==> config.mk <==
export PLATFORM = sky130hd
export DESIGN_NAME = cpil_ctrl
export DESIGN_NICKNAME = d
export VERILOG_FILES = /design/src/cpil_pkg.sv /design/src/cpil_ctrl.sv
export SDC_FILE = /design/constraint.sdc
export NUM_CORES = 1
export LEC_CHECK = 0
export ABC_AREA = 1
export BUFFER_PORTS_ARGS = -buffer_cell sky130_fd_sc_hd__buf_2
export CORE_AREA = 2 2 39 41
export CTS_CLUSTER_SIZE = 24
export DETAILED_ROUTE_END_ITERATION = 8
export DIE_AREA = 0 0 41 43
export GPL_ROUTABILITY_DRIVEN = 0
export HOLD_SLACK_MARGIN = 0.06
export PLACE_DENSITY = 0.63
export SYNTH_ARGS = -nofsm -noshare
export SYNTH_HDL_FRONTEND = slang
export SYNTH_SLANG_ARGS = --single-unit
==> constraint.sdc <==
create_clock -name clk -period 2.65 [get_ports clk]
set_input_delay 0.265 -clock clk [delete_from_list [all_inputs] [get_ports clk]]
set_output_delay 0.265 -clock clk [all_outputs]
set_load 0.03 [all_outputs]
==> src/cpil_pkg.sv <==
`timescale 1ns / 1ps
`default_nettype none
// ----------------------------------------------------------------------------
// Cut point interval lookup package
// Field widths, function and register codes, and the command and status
// structures that pass between the controller and the datapath.
// ----------------------------------------------------------------------------
package cpil_pkg;

	localparam int FUNC_W     = 2;
	localparam int ATT_W      = 4;
	localparam int SLOT_W     = 5;
	localparam int COUNT_W    = 6;
	localparam int SAMPLE_W   = 32;
	localparam int INTERVAL_W = 6;
	localparam int PADDR_W    = 3;
	localparam int PDATA_W    = 32;

	typedef enum logic [FUNC_W-1:0] {
		FUNC_WRITE    = 2'd0,
		FUNC_COUNT    = 2'd1,
		FUNC_CLASSIFY = 2'd2
	} func_t;

	// Register index as seen in paddr[2].
	localparam logic REG_DEGEN = 1'b0;

	typedef enum logic [1:0] {
		RD_NONE,
		RD_LAST,
		RD_MID,
		RD_NEXT
	} rd_sel_t;

	typedef enum logic [2:0] {
		RES_ZERO,
		RES_COUNT,
		RES_MISS,
		RES_HI,
		RES_DEG
	} res_sel_t;

	typedef enum logic [1:0] {
		MODE_HOLD,
		MODE_START,
		MODE_STEP
	} mode_t;

	typedef struct packed {
		logic     capture;
		logic     wr_cut;
		logic     wr_cnt;
		rd_sel_t  rd_sel;
		mode_t    mode;
		logic     res_load;
		res_sel_t res_sel;
		logic     out_load;
	} cmd_t;

	typedef struct packed {
		func_t func;
		logic  missing;
		logic  empty;
		logic  above;
		logic  equal;
		logic  more;
		logic  deg_ok;
	} sts_t;

endpackage
`default_nettype wire

==> src/cpil_ctrl.sv <==
`timescale 1ns / 1ps
`default_nettype none
// ----------------------------------------------------------------------------
// Cut point interval lookup controller
// Sequences load writes and the binary search, and owns both handshakes.
// ----------------------------------------------------------------------------
module cpil_ctrl (
	input  wire logic           clk,
	input  wire logic           arst_n,
	input  wire logic           item_valid,
	output logic                item_stall,
	output logic                result_valid,
	input  wire logic           result_stall,
	input  wire cpil_pkg::sts_t sts,
	output cpil_pkg::cmd_t      cmd
);

	typedef enum logic [2:0] {
		ST_IDLE,
		ST_DISPATCH,
		ST_LAST,
		ST_PROBE,
		ST_DEG,
		ST_EMIT
	} state_t;

	state_t state_q;
	state_t state_d;
	logic   out_valid_q;

	assign item_stall   = state_q != ST_IDLE;
	assign result_valid = out_valid_q;

	always_comb begin
		cmd      = '0;
		state_d  = state_q;
		case (state_q)
			ST_IDLE: begin
				if (item_valid) begin
					cmd.capture = 1'b1;
					state_d     = ST_DISPATCH;
				end
			end
			ST_DISPATCH: begin
				case (sts.func)
					cpil_pkg::FUNC_WRITE: begin
						cmd.wr_cut = 1'b1;
						state_d    = ST_IDLE;
					end
					cpil_pkg::FUNC_COUNT: begin
						cmd.wr_cnt = 1'b1;
						state_d    = ST_IDLE;
					end
					cpil_pkg::FUNC_CLASSIFY: begin
						if (sts.missing) begin
							cmd.res_load = 1'b1;
							cmd.res_sel  = cpil_pkg::RES_MISS;
							state_d      = ST_EMIT;
						end else if (sts.empty) begin
							cmd.res_load = 1'b1;
							cmd.res_sel  = cpil_pkg::RES_ZERO;
							state_d      = ST_EMIT;
						end else begin
							cmd.rd_sel = cpil_pkg::RD_LAST;
							state_d    = ST_LAST;
						end
					end
					default: begin
						state_d = ST_IDLE;
					end
				endcase
			end
			ST_LAST, ST_PROBE: begin
				cmd.mode = (state_q == ST_LAST) ? cpil_pkg::MODE_START : cpil_pkg::MODE_STEP;
				if (state_q == ST_LAST && sts.above) begin
					cmd.res_load = 1'b1;
					cmd.res_sel  = cpil_pkg::RES_COUNT;
					state_d      = ST_EMIT;
				end else if (sts.more) begin
					cmd.rd_sel = cpil_pkg::RD_MID;
					state_d    = ST_PROBE;
				end else if (sts.deg_ok) begin
					cmd.rd_sel = cpil_pkg::RD_NEXT;
					state_d    = ST_DEG;
				end else begin
					cmd.res_load = 1'b1;
					cmd.res_sel  = cpil_pkg::RES_HI;
					state_d      = ST_EMIT;
				end
			end
			ST_DEG: begin
				cmd.res_load = 1'b1;
				cmd.res_sel  = sts.equal ? cpil_pkg::RES_DEG : cpil_pkg::RES_HI;
				state_d      = ST_EMIT;
			end
			ST_EMIT: begin
				// The output register takes the result once its previous beat is gone.
				if (!out_valid_q || !result_stall) begin
					cmd.out_load = 1'b1;
					state_d      = ST_IDLE;
				end
			end
			default: begin
				state_d = ST_IDLE;
			end
		endcase
	end

	always_ff @(posedge clk or negedge arst_n) begin
		if (!arst_n) begin
			state_q     <= ST_IDLE;
			out_valid_q <= 1'b0;
		end else begin
			state_q <= state_d;
			if (cmd.out_load) begin
				out_valid_q <= 1'b1;
			end else if (!result_stall) begin
				out_valid_q <= 1'b0;
			end
		end
	end

	a_accept_dispatch: assert property (@(posedge clk) disable iff (!arst_n)
		item_valid && !item_stall |=> state_q == ST_DISPATCH)
		else $error("accepted beat not dispatched");

	a_no_overwrite: assert property (@(posedge clk) disable iff (!arst_n)
		cmd.out_load |-> !(out_valid_q && result_stall))
		else $error("result register overwritten while stalled");

	a_emit_has_result: assert property (@(posedge clk) disable iff (!arst_n)
		state_q == ST_EMIT && $past(state_q) != ST_EMIT |-> $past(cmd.res_load))
		else $error("result emitted without being computed");

endmodule
`default_nettype wire

==> summary by stage, run 1 <==
Route
The detail route stage leaves a number of antenna-violating nets equal to 0. The wire length reported by the detailed router is 939 um. For this run, design rule violations remaining after detail routing come to 0.

The DRC violation total after the first TritonRoute iteration is 3. The average vias per placed instance is 4.15. The routed layout has 456 vias. The average routed wire per standard cell is 8.54 um. Before antenna repair, the detailed router went through 4 iterations.

Clock network
In this run the number of H-tree levels came out at 1. The number of buffers created by CTS is 3. The total number of clock tree sinks is 4. The number of gates resized after CTS was 0.

The clock passes through at most 2 buffers. The total setup buffers inserted after CTS is 0. The clock slew at the register clock pins of the worst setup and hold paths is 0.04 ns. Clock latency on the worst-skew pair, taken at its later pin, is 0.23 ns.

TritonCTS built the clock tree. The cell chosen for the clock root is sky130_fd_sc_hd__clkbuf_4.

Power
Of the total power, the share spent switching nets is 53.8%. Dividing total power by cell area gives a power density of 815 nW/um^2. The internal power of the cells totals 0.000212 W. Registers are responsible for 22.4% of the overall power. IR analysis of the VDD net gives a maximum drop of 0.000303 V.

The clock network power share is 16.5%. The combinational share of power is 61.1%. Summed over all cells, the static leakage comes to 0.356 nW. Summed over all nets, the switching power comes to 0.000248 W.

Floorplan
26 I/O pins were placed. The area of the die is 1760 sq um. For this configuration, the core starts out at a cell density of 27.9%.

The number of placement rows is 14. The total core area is 1380 sq um. The y dimension of the die is 43 um. The die is 41 um wide.

STA
The maximum clock rate is 579 MHz. The number of failing setup endpoints in the final timing report is 0. Setup repair after global routing left no endpoint under its margin.

The share of the cycle needed by the critical path after routing is 65.2%. Across all setup checks in the final design, the least slack found is 0.923 ns. For the pin with the worst max-slew slack, the measured transition is 0.201 ns. In this run the tightest slew margin relative to its limit is 86.5%. The final-layout worst hold slack is 0.277 ns. The worst-case clock skew is 0.00160 ns. The count of pins over their slew limit was 0. The hold violation count in the final report was 0.

For the finished layout, the period the worst path requires is 1.73 ns. Adding up every negative setup slack in the final design gives 0 ns.

Worst setup path
The worst setup path is launched from a register. At the worst endpoint, the arrival time is 1.46 ns. On the critical path, the stage with the largest delay is an instance of sky130_fd_sc_hd__dfrtp_1. The biggest cell delay along the critical path is 0.43 ns. The worst register-to-register path has a depth of 6. The endpoint kind of the worst setup timing path is an output port. The critical path goes through inv_2 -> nand3_2 -> nor3_2 -> nand3_1 -> o21ai_0 -> buf_2.

The type of the worst setup path is register to output port. The worst register-to-register path has a setup slack of 1.51 ns. For the worst setup path, the data required time is 2.38 ns. The largest fanout on the critical path is 4.

Global route
The first global-routing pass estimated 1420 um of wire. The total congestion overflow is 0. The via count of the first global-routing pass is 369. Entering global routing, the biggest net connects 7 pins. The total track usage is 11.6%. The initial antenna violation count is 0.

Min path
The worst hold path belongs to the class input pin to register. Counting instances, the worst hold path has a depth of 3.

Yosys
The share of synthesized registers carrying an async set or reset is 100%. Dividing the synthesized area by the synthesized cell count gives 5.95 sq um. The most numerous cell in the Yosys netlist is sky130_fd_sc_hd__nand2_1. Synthesis handed over a netlist of 65 instances.

sky130_fd_sc_hd__dfrtp_1 takes more of the synthesized area than any other cell. Counting flops with a built-in enable in the synthesized netlist gives 0. For this run, the leading register cell type out of synthesis is sky130_fd_sc_hd__dfrtp_1. Summing the sequential cell areas from Yosys gives 25.9% of the chip area. The Yosys step of the flow raised 0 warnings.

The number of distinct standard cells referenced by the synthesized netlist is 15. Sorting the synthesized cells by area gives the leading types as sky130_fd_sc_hd__dfrtp_1, sky130_fd_sc_hd__nand2_1, sky130_fd_sc_hd__inv_1, sky130_fd_sc_hd__nor2_1, sky130_fd_sc_hd__nand3_1. The synthesized design contains 4 register bits. The post-synth design cell area is 387 sq um. The share of synthesized area in the top cell type comes to 25.9%. The number of nets produced by synthesis is 77. Sorting the synthesized cells by how often they occur yields sky130_fd_sc_hd__nand2_1, sky130_fd_sc_hd__inv_1, sky130_fd_sc_hd__nor2_1.

Cells and area
The finished layout holds 110 standard cells, fillers aside. The ratio of cells with drive above 1 in the final layout is 39.4%. In the final layout, flip-flops and latches occupy 100 sq um.

0 antenna diodes ended up in the layout. The number of nets at the end of the flow is 108. The combined area of the multi-input logic cells is 234 sq um.

Measured on the finished design, the core utilization comes to 40.8%. The filler cell count is 151. From synthesis to final layout, the design area changed by 46.0%.

Placement
OpenSTA, run right after detailed placement, puts the worst setup slack at 1.17 ns. Input and output buffers added on the ports amount to 25. Once placement completed, the tool counted placed cells totaling 106. Once detailed placement completed, the half-perimeter wirelength came to 779 um.

Status
The flow ran to the end, and the final reports show no timing, DRC or antenna violations.

Job
Max-cap violations in this run came to 0.
## repair_timing
action	CTS	global route
hold endpoints to repair	4	0
hold buffers	1	0
endpoints found under the setup margin	0	0
## placed cells by master, fill, tap and decap left out
cell type                       netlist  layout
sky130_fd_sc_hd__nand2_1             15      15
sky130_fd_sc_hd__inv_1               12      12
sky130_fd_sc_hd__dfrtp_1              4       4
sky130_fd_sc_hd__o21ai_0              2       2
sky130_fd_sc_hd__dlygate4sd3_1        0       1
sky130_fd_sc_hd__nor3_1               3       3
sky130_fd_sc_hd__nor2_1              12      12
sky130_fd_sc_hd__nor2_2               2       2
sky130_fd_sc_hd__nor3_2               1       1
sky130_fd_sc_hd__nor2_4               1       1
sky130_fd_sc_hd__nand3_1              5       5
sky130_fd_sc_hd__nand2_2              1       1
sky130_fd_sc_hd__nand3_2              1       1
sky130_fd_sc_hd__buf_2                0      25
sky130_fd_sc_hd__clkbuf_4             0       3
sky130_fd_sc_hd__nand3_4              1       1
sky130_fd_sc_hd__a21oi_1              3       3
sky130_fd_sc_hd__inv_2                2       2
## registers in the layout, indices dropped and copies added (netlist names)
register,flops
result_valid,1
state_q,3
## power by group through the flow
| stage | sequential, W | combinational, W | clock (W) |
|---|---|---|---|
| floorplan | 0.000106 | 0.000204 | 0 |
| global placement | 0.000103 | 0.000280 | 0 |
| detailed placement | 0.000104 | 0.000282 | 0 |
| CTS | 0.000103 | 0.000285 | 0.0000780 |
| global route | 0.000107 | 0.000312 | 0.0000812 |
| finish | 0.000103 | 0.000281 | 0.0000757 |
## per-layer routing
layer	routed length [um]	vias up	global-route usage (%)
li1	-	258	-
met1	449	181	14.6
met2	434	17	18.1
met3	56	0	1.57
met4	0	0	6.00
met5	0	-	0
## final timing paths
path                                          start                       end
max                          state_q[2]$_DFFE_PN0P_                    cmd[7]
min reg2reg                result_valid$_DFFE_PN0P_  result_valid$_DFFE_PN0P_
min                                    result_stall  result_valid$_DFFE_PN0P_
min in group asynchronous                    arst_n    state_q[1]$_DFFE_PN0P_
max in group asynchronous                    arst_n  result_valid$_DFFE_PN0P_
max reg2reg                  state_q[0]$_DFFE_PN0P_    state_q[0]$_DFFE_PN0P_
## stage by stage
step | power (W) | instance area, sq um
detailed placement | 0.000386 | 532
CTS | 0.000465 | 564
global placement | 0.000382 | 532
finish | 0.000460 | 564
global route | 0.000499 | 564
floorplan | 0.000311 | 387
## area by class of cell
cell class,instances,area share [%]
Tap cell,16,3.55
Inverter,14,9.31
Timing Repair Buffer,26,23.9
Multi-Input combinational cell,47,41.5
Sequential cell,4,17.7
Clock buffer,3,3.99
## worst max-delay path: cells and delay by family (launching register included)
family | cells | cell delay, ns
compound gates | 1 | 0.10
flops | 1 | 0.43
buf+inv | 2 | 0.32
simple gates | 3 | 0.39
## cell families (layout without fill, tap and decap cells)
logic type	count (synthesis)	in the layout	share of synthesized area, %
simple gates	42	42	54.0
buf+inv	14	43	13.6
flops	4	4	25.9
compound gates	5	5	6.47
Power figures use the tool's default switching activity.
==> run 2: changes to the inputs <==
- ABC_AREA: 1 -> 0
- PLACE_DENSITY: 0.63 -> 0.62
- clock period: 2.65 -> 1.65 ns (I/O delays scaled with it)
==> run 2 against run 1 <==
Sequential share of layout area is 2.3 points lower. First-iteration DRC count stayed put. Critical path depth fell by 2. Die area unchanged. Largest power group unchanged. Cell count fell by 12%. The run now ends with negative setup slack left. Non-clock buffer count up 6. Register-to-register slack lost 1.3 ns. Highest routed layer is now met4. Area after synthesis is 5.5% lower. Total power increased by 110%.
==> summary by stage, run 2 <==
Status
Status: finished with violations (was complete, no violations). The checks that failed: negative setup slack.

Cells and area
The register name with the most flops is state_q (unchanged). The number of nets at the end of the flow came to 95 (was 108). The final cell count without fillers is 97 (was 110). The antenna diode count is 0 (unchanged). The ratio of cells with drive above 1 in the final layout is 55.6% (was 39.4%). The most common library cell in the layout ignoring fill and taps is sky130_fd_sc_hd__buf_2 (unchanged). The filler cell count is 143 (was 151). The final standard cell area without fillers is 657 sq um (was 564 sq um).

Most frequent cells in the layout: sky130_fd_sc_hd__buf_2, sky130_fd_sc_hd__buf_4, sky130_fd_sc_hd__nor2_1 (was sky130_fd_sc_hd__buf_2, sky130_fd_sc_hd__nand2_1, sky130_fd_sc_hd__nor2_1, sky130_fd_sc_hd__inv_1, sky130_fd_sc_hd__nand3_1). The flip-flop count of the largest register after layout is 3 (unchanged). The area growth from synthesis to layout was 79.8% (was 46.0%).

Worst setup path
The slowest cell on the critical path was sky130_fd_sc_hd__or3b_4 (was sky130_fd_sc_hd__dfrtp_1). The end of the worst register-to-register path is state_q[2]$_DFFE_PN0P_ (was state_q[0]$_DFFE_PN0P_). The endpoint kind of the worst setup timing path is an output port (unchanged).

The data required time of the critical path is 1.48 ns (was 2.38 ns). The worst flop-to-flop path startpoint is state_q[0]$_DFFE_PN0P_ (unchanged). The nature of the critical path startpoint is a register (unchanged). The depth of the most critical reg-to-reg path is 3 (was 6). CP Cell Sequence: or3b_4 -> nor2_4 -> a221o_1 -> buf_6 (was inv_2 -> nand3_2 -> nor3_2 -> nand3_1 -> o21ai_0 -> buf_2).

The type of the worst setup path is register to output port (unchanged). The biggest cell delay along the critical path is 0.46 ns (was 0.43 ns). The critical path data arrival time is 1.52 ns (was 1.46 ns). The internal reg-to-reg setup slack is 0.23 ns (was 1.51 ns). The largest fanout on the critical path was 5 (was 4).

Placement
The number of input and output port buffers inserted is 25 (unchanged). The number of placed instances, taps included is 91 (was 106). The half-perimeter wire length after detailed placement came to 824 um (was 779 um).

The worst slack at placement came to 0.112 ns (was 1.17 ns). The placed standard-cell area was 547 sq um (was 532 sq um).

Floorplan
The number of placement rows came to 14 (unchanged). The total core area is 1380 sq um (unchanged). The y dimension of the die is 43 um (unchanged).

The starting density of the core is 26.4% (was 27.9%). The top-level I/O count is 26 (unchanged). The area of the die is 1760 sq um (unchanged). The x dimension of the die came to 41 um (unchanged).

Min path
The path type of the worst min-delay path is input pin to register (unchanged). The startpoint of the tightest hold check path is result_stall (unchanged). The end point of the worst hold path is result_valid$_DFFE_PN0P_ (unchanged). The depth of the worst hold-timing path is 3 (unchanged).

Power
The static leakage is 0.340 nW (was 0.356 nW). The internal power is 0.000527 W (was 0.000212 W). The clock network power share is 12.2% (was 16.5%).

The switching power total was 0.000446 W (was 0.000248 W). The areal power density over the cells is 1480 nW/um^2 (was 815 nW/um^2). The sequential group share of total power was 17.8% (was 22.4%). The combinational share of power was 70.0% (was 61.1%). The worst voltage drop across the vdd grid came to 0.000504 V (was 0.000303 V). The net switching fraction of the power came to 45.9% (was 53.8%).

Global route
The wire length of the first global-routing pass is 1630 um (was 1420 um). The maximum number of pins on one net before global-route repair is 7 (unchanged). The initial antenna violation count is 0 (unchanged). The via count of the first global-routing pass came to 432 (was 369).

The total congestion overflow is 0 (unchanged). The total track usage is 13.2% (was 11.6%).

Yosys
The number of nets produced by synthesis was 59 (was 77). The average size of a mapped cell came to 7.77 sq um (was 5.95 sq um). The most numerous cell in the Yosys netlist was sky130_fd_sc_hd__nor2_1 (was sky130_fd_sc_hd__nand2_1). The number of warnings issued by yosys is 0 (unchanged). The predominant post-synthesis flop cell is sky130_fd_sc_hd__dfrtp_1 (unchanged). The dominant cell type by area after synthesis was sky130_fd_sc_hd__dfrtp_1 (unchanged).

The post-synthesis cell count is 47 (was 65). The count of flip-flops with a built-in enable after synthesis is 0 (unchanged). Commonest cells in the synthesized netlist: sky130_fd_sc_hd__nor2_1, sky130_fd_sc_hd__dfrtp_1, sky130_fd_sc_hd__a21oi_1, sky130_fd_sc_hd__nand2b_1 (was sky130_fd_sc_hd__nand2_1, sky130_fd_sc_hd__inv_1, sky130_fd_sc_hd__nor2_1). The share of Yosys cell area claimed by the top area cell type is 27.4% (was 25.9%).

The share of synthesized registers carrying an async set or reset came to 100% (unchanged). Largest cells by area after synthesis: sky130_fd_sc_hd__dfrtp_1, sky130_fd_sc_hd__nor2_1, sky130_fd_sc_hd__nand2b_1, sky130_fd_sc_hd__a21oi_1, sky130_fd_sc_hd__nor3b_1 (was sky130_fd_sc_hd__dfrtp_1, sky130_fd_sc_hd__nand2_1, sky130_fd_sc_hd__inv_1, sky130_fd_sc_hd__nor2_1, sky130_fd_sc_hd__nand3_1). The number of distinct standard cells referenced by the synthesized netlist came to 26 (was 15). The sequential fraction of the synthesis area is 27.4% (was 25.9%).

The number of register bits inferred by synthesis is 4 (unchanged). The post-synth design cell area is 365 sq um (was 387 sq um).

Route
The average vias per placed instance is 4.84 (was 4.15). The number of remaining DRC errors came to 0 (unchanged). The number of detailed-route iterations in the first pass came to 4 (unchanged).

The post-detailed-route count of antenna-violating nets is 0 (unchanged). The average routed wire per standard cell is 10.9 um (was 8.54 um). The DRC violation total after the first TritonRoute iteration was 3 (unchanged).

The vias after detailed routing was 469 (was 456). The wire length reported by the detailed router is 1050 um (was 939 um).

Clock network
The cell chosen for the clock root was sky130_fd_sc_hd__clkbuf_4 (unchanged). The maximum buffer depth of the clock tree was 2 (unchanged). The clock slew at the register clock pins of the worst setup and hold paths is 0.04 ns (about the same). The number of buffers created by CTS is 3 (unchanged). The clock network latency to the later pin of the worst-skew pair is 0.23 ns (about the same). The CTS tree is built (unchanged). The number of levels in the clock H-tree is 1 (unchanged). The total number of clock tree sinks is 4 (unchanged).

STA
Based on the critical path, the design can be clocked at up to 593 MHz. The count of pins over their slew limit is 0 (unchanged). After layout, the worst path uses 102% of the clock period. The worst relative slew slack came to 77.9% (was 86.5%). The hold violation count in the final report was 0 (unchanged).

The worst-case clock skew came to 0.00236 ns (was 0.00160 ns). The worst-margin pin slew was 0.330 ns (was 0.201 ns). The number of failing setup endpoints in the final timing report is 3 (was 0). The minimum clock period is 1.69 ns.

The final worst-path setup slack is -0.0364 ns (was 0.923 ns). RSZ-0062 raised after global routing: true (was false).

Job
The number of max-cap violations is 0 (unchanged).
## run 2: how the worst max path moves through the flow
stage          depth (start not counted)                   start      to
2_1_floorplan                          2  state_q[1]$_DFFE_PN0P_  cmd[4]
3_3_place_gp                           4  state_q[0]$_DFFE_PN0P_  cmd[2]
3_5_place_dp                           4  state_q[0]$_DFFE_PN0P_  cmd[2]
4_1_cts                                5  state_q[0]$_DFFE_PN0P_  cmd[2]
5_1_grt                                5  state_q[0]$_DFFE_PN0P_  cmd[2]
6_report                               4  state_q[1]$_DFFE_PN0P_  cmd[2]
## run 2: logic make-up (layout without fill, tap and decap cells)
kind of cell | Yosys count | after routing | share of synthesized area [%]
AO/OA/AOI/OAI | 11 | 11 | 20.9
buffers and inverters | 3 | 37 | 5.14
flip-flops | 4 | 4 | 27.4
AND/OR/NAND/NOR | 29 | 29 | 46.6
## run 2: routing by layer
layer,up-vias,wire length [um],share of wire [%],GRT usage [%]
met5,-,0,0,0
met4,0,8,0.76,5.33
met3,2,88,8.3,3.66
met2,20,504,48,20.3
met1,206,452,43,16.6
li1,241,-,-,-
## run 2: final cells by class
cell class                 count  area, sq um  share of cell area (%)
clock buffer                   3         22.5                    3.43
multi-input combinational     40          289                    44.0
sequential                     4          101                    15.4
timing repair buffer          32          216                    33.0
tap                           16         20.0                    3.05
inverter                       2         7.51                    1.14
## run 2: metrics by stage
| stage | power (W) | util (%) | hold slack (ns) | TNS, ns |
|---|---|---|---|---|
| after floorplan | 0.000579 | - | -0.131 | 0 |
| after global placement | 0.000734 | 39.5 | -0.0270 | 0 |
| after detailed placement | 0.000738 | 39.5 | -0.0255 | 0 |
| after CTS | 0.000942 | 45.2 | 0.186 | -0.182 |
| after global routing | 0.00103 | 47.5 | 0.188 | -0.321 |
| final | 0.000973 | 47.5 | 0.187 | -0.0738 |
## run 2: repair_timing
item                       4_1_cts  5_1_grt
hold buffers                     1        0
setup buffers                    1        1
pin swaps                        3        1
setup endpoints to repair        4        8
gates resized for setup         14        9
hold endpoints to repair         4        0
## run 2: power groups by stage
stage	registers [W]	clock network (W)	logic, W
2_1_floorplan	0.000184	0	0.000395
3_3_place_gp	0.000165	0	0.000569
3_5_place_dp	0.000169	0	0.000568
4_1_cts	0.000172	0.000121	0.000649
5_1_grt	0.000183	0.000129	0.000723
6_report	0.000173	0.000119	0.000681
## run 2: critical path: cells and delay by family (launching register included)
kind                   cells  cell delay, ns
and+or+nand+nor            2            0.59
DFF                        1            0.39
AOI/OAI and AO/OA          1            0.18
buffers and inverters      1            0.13
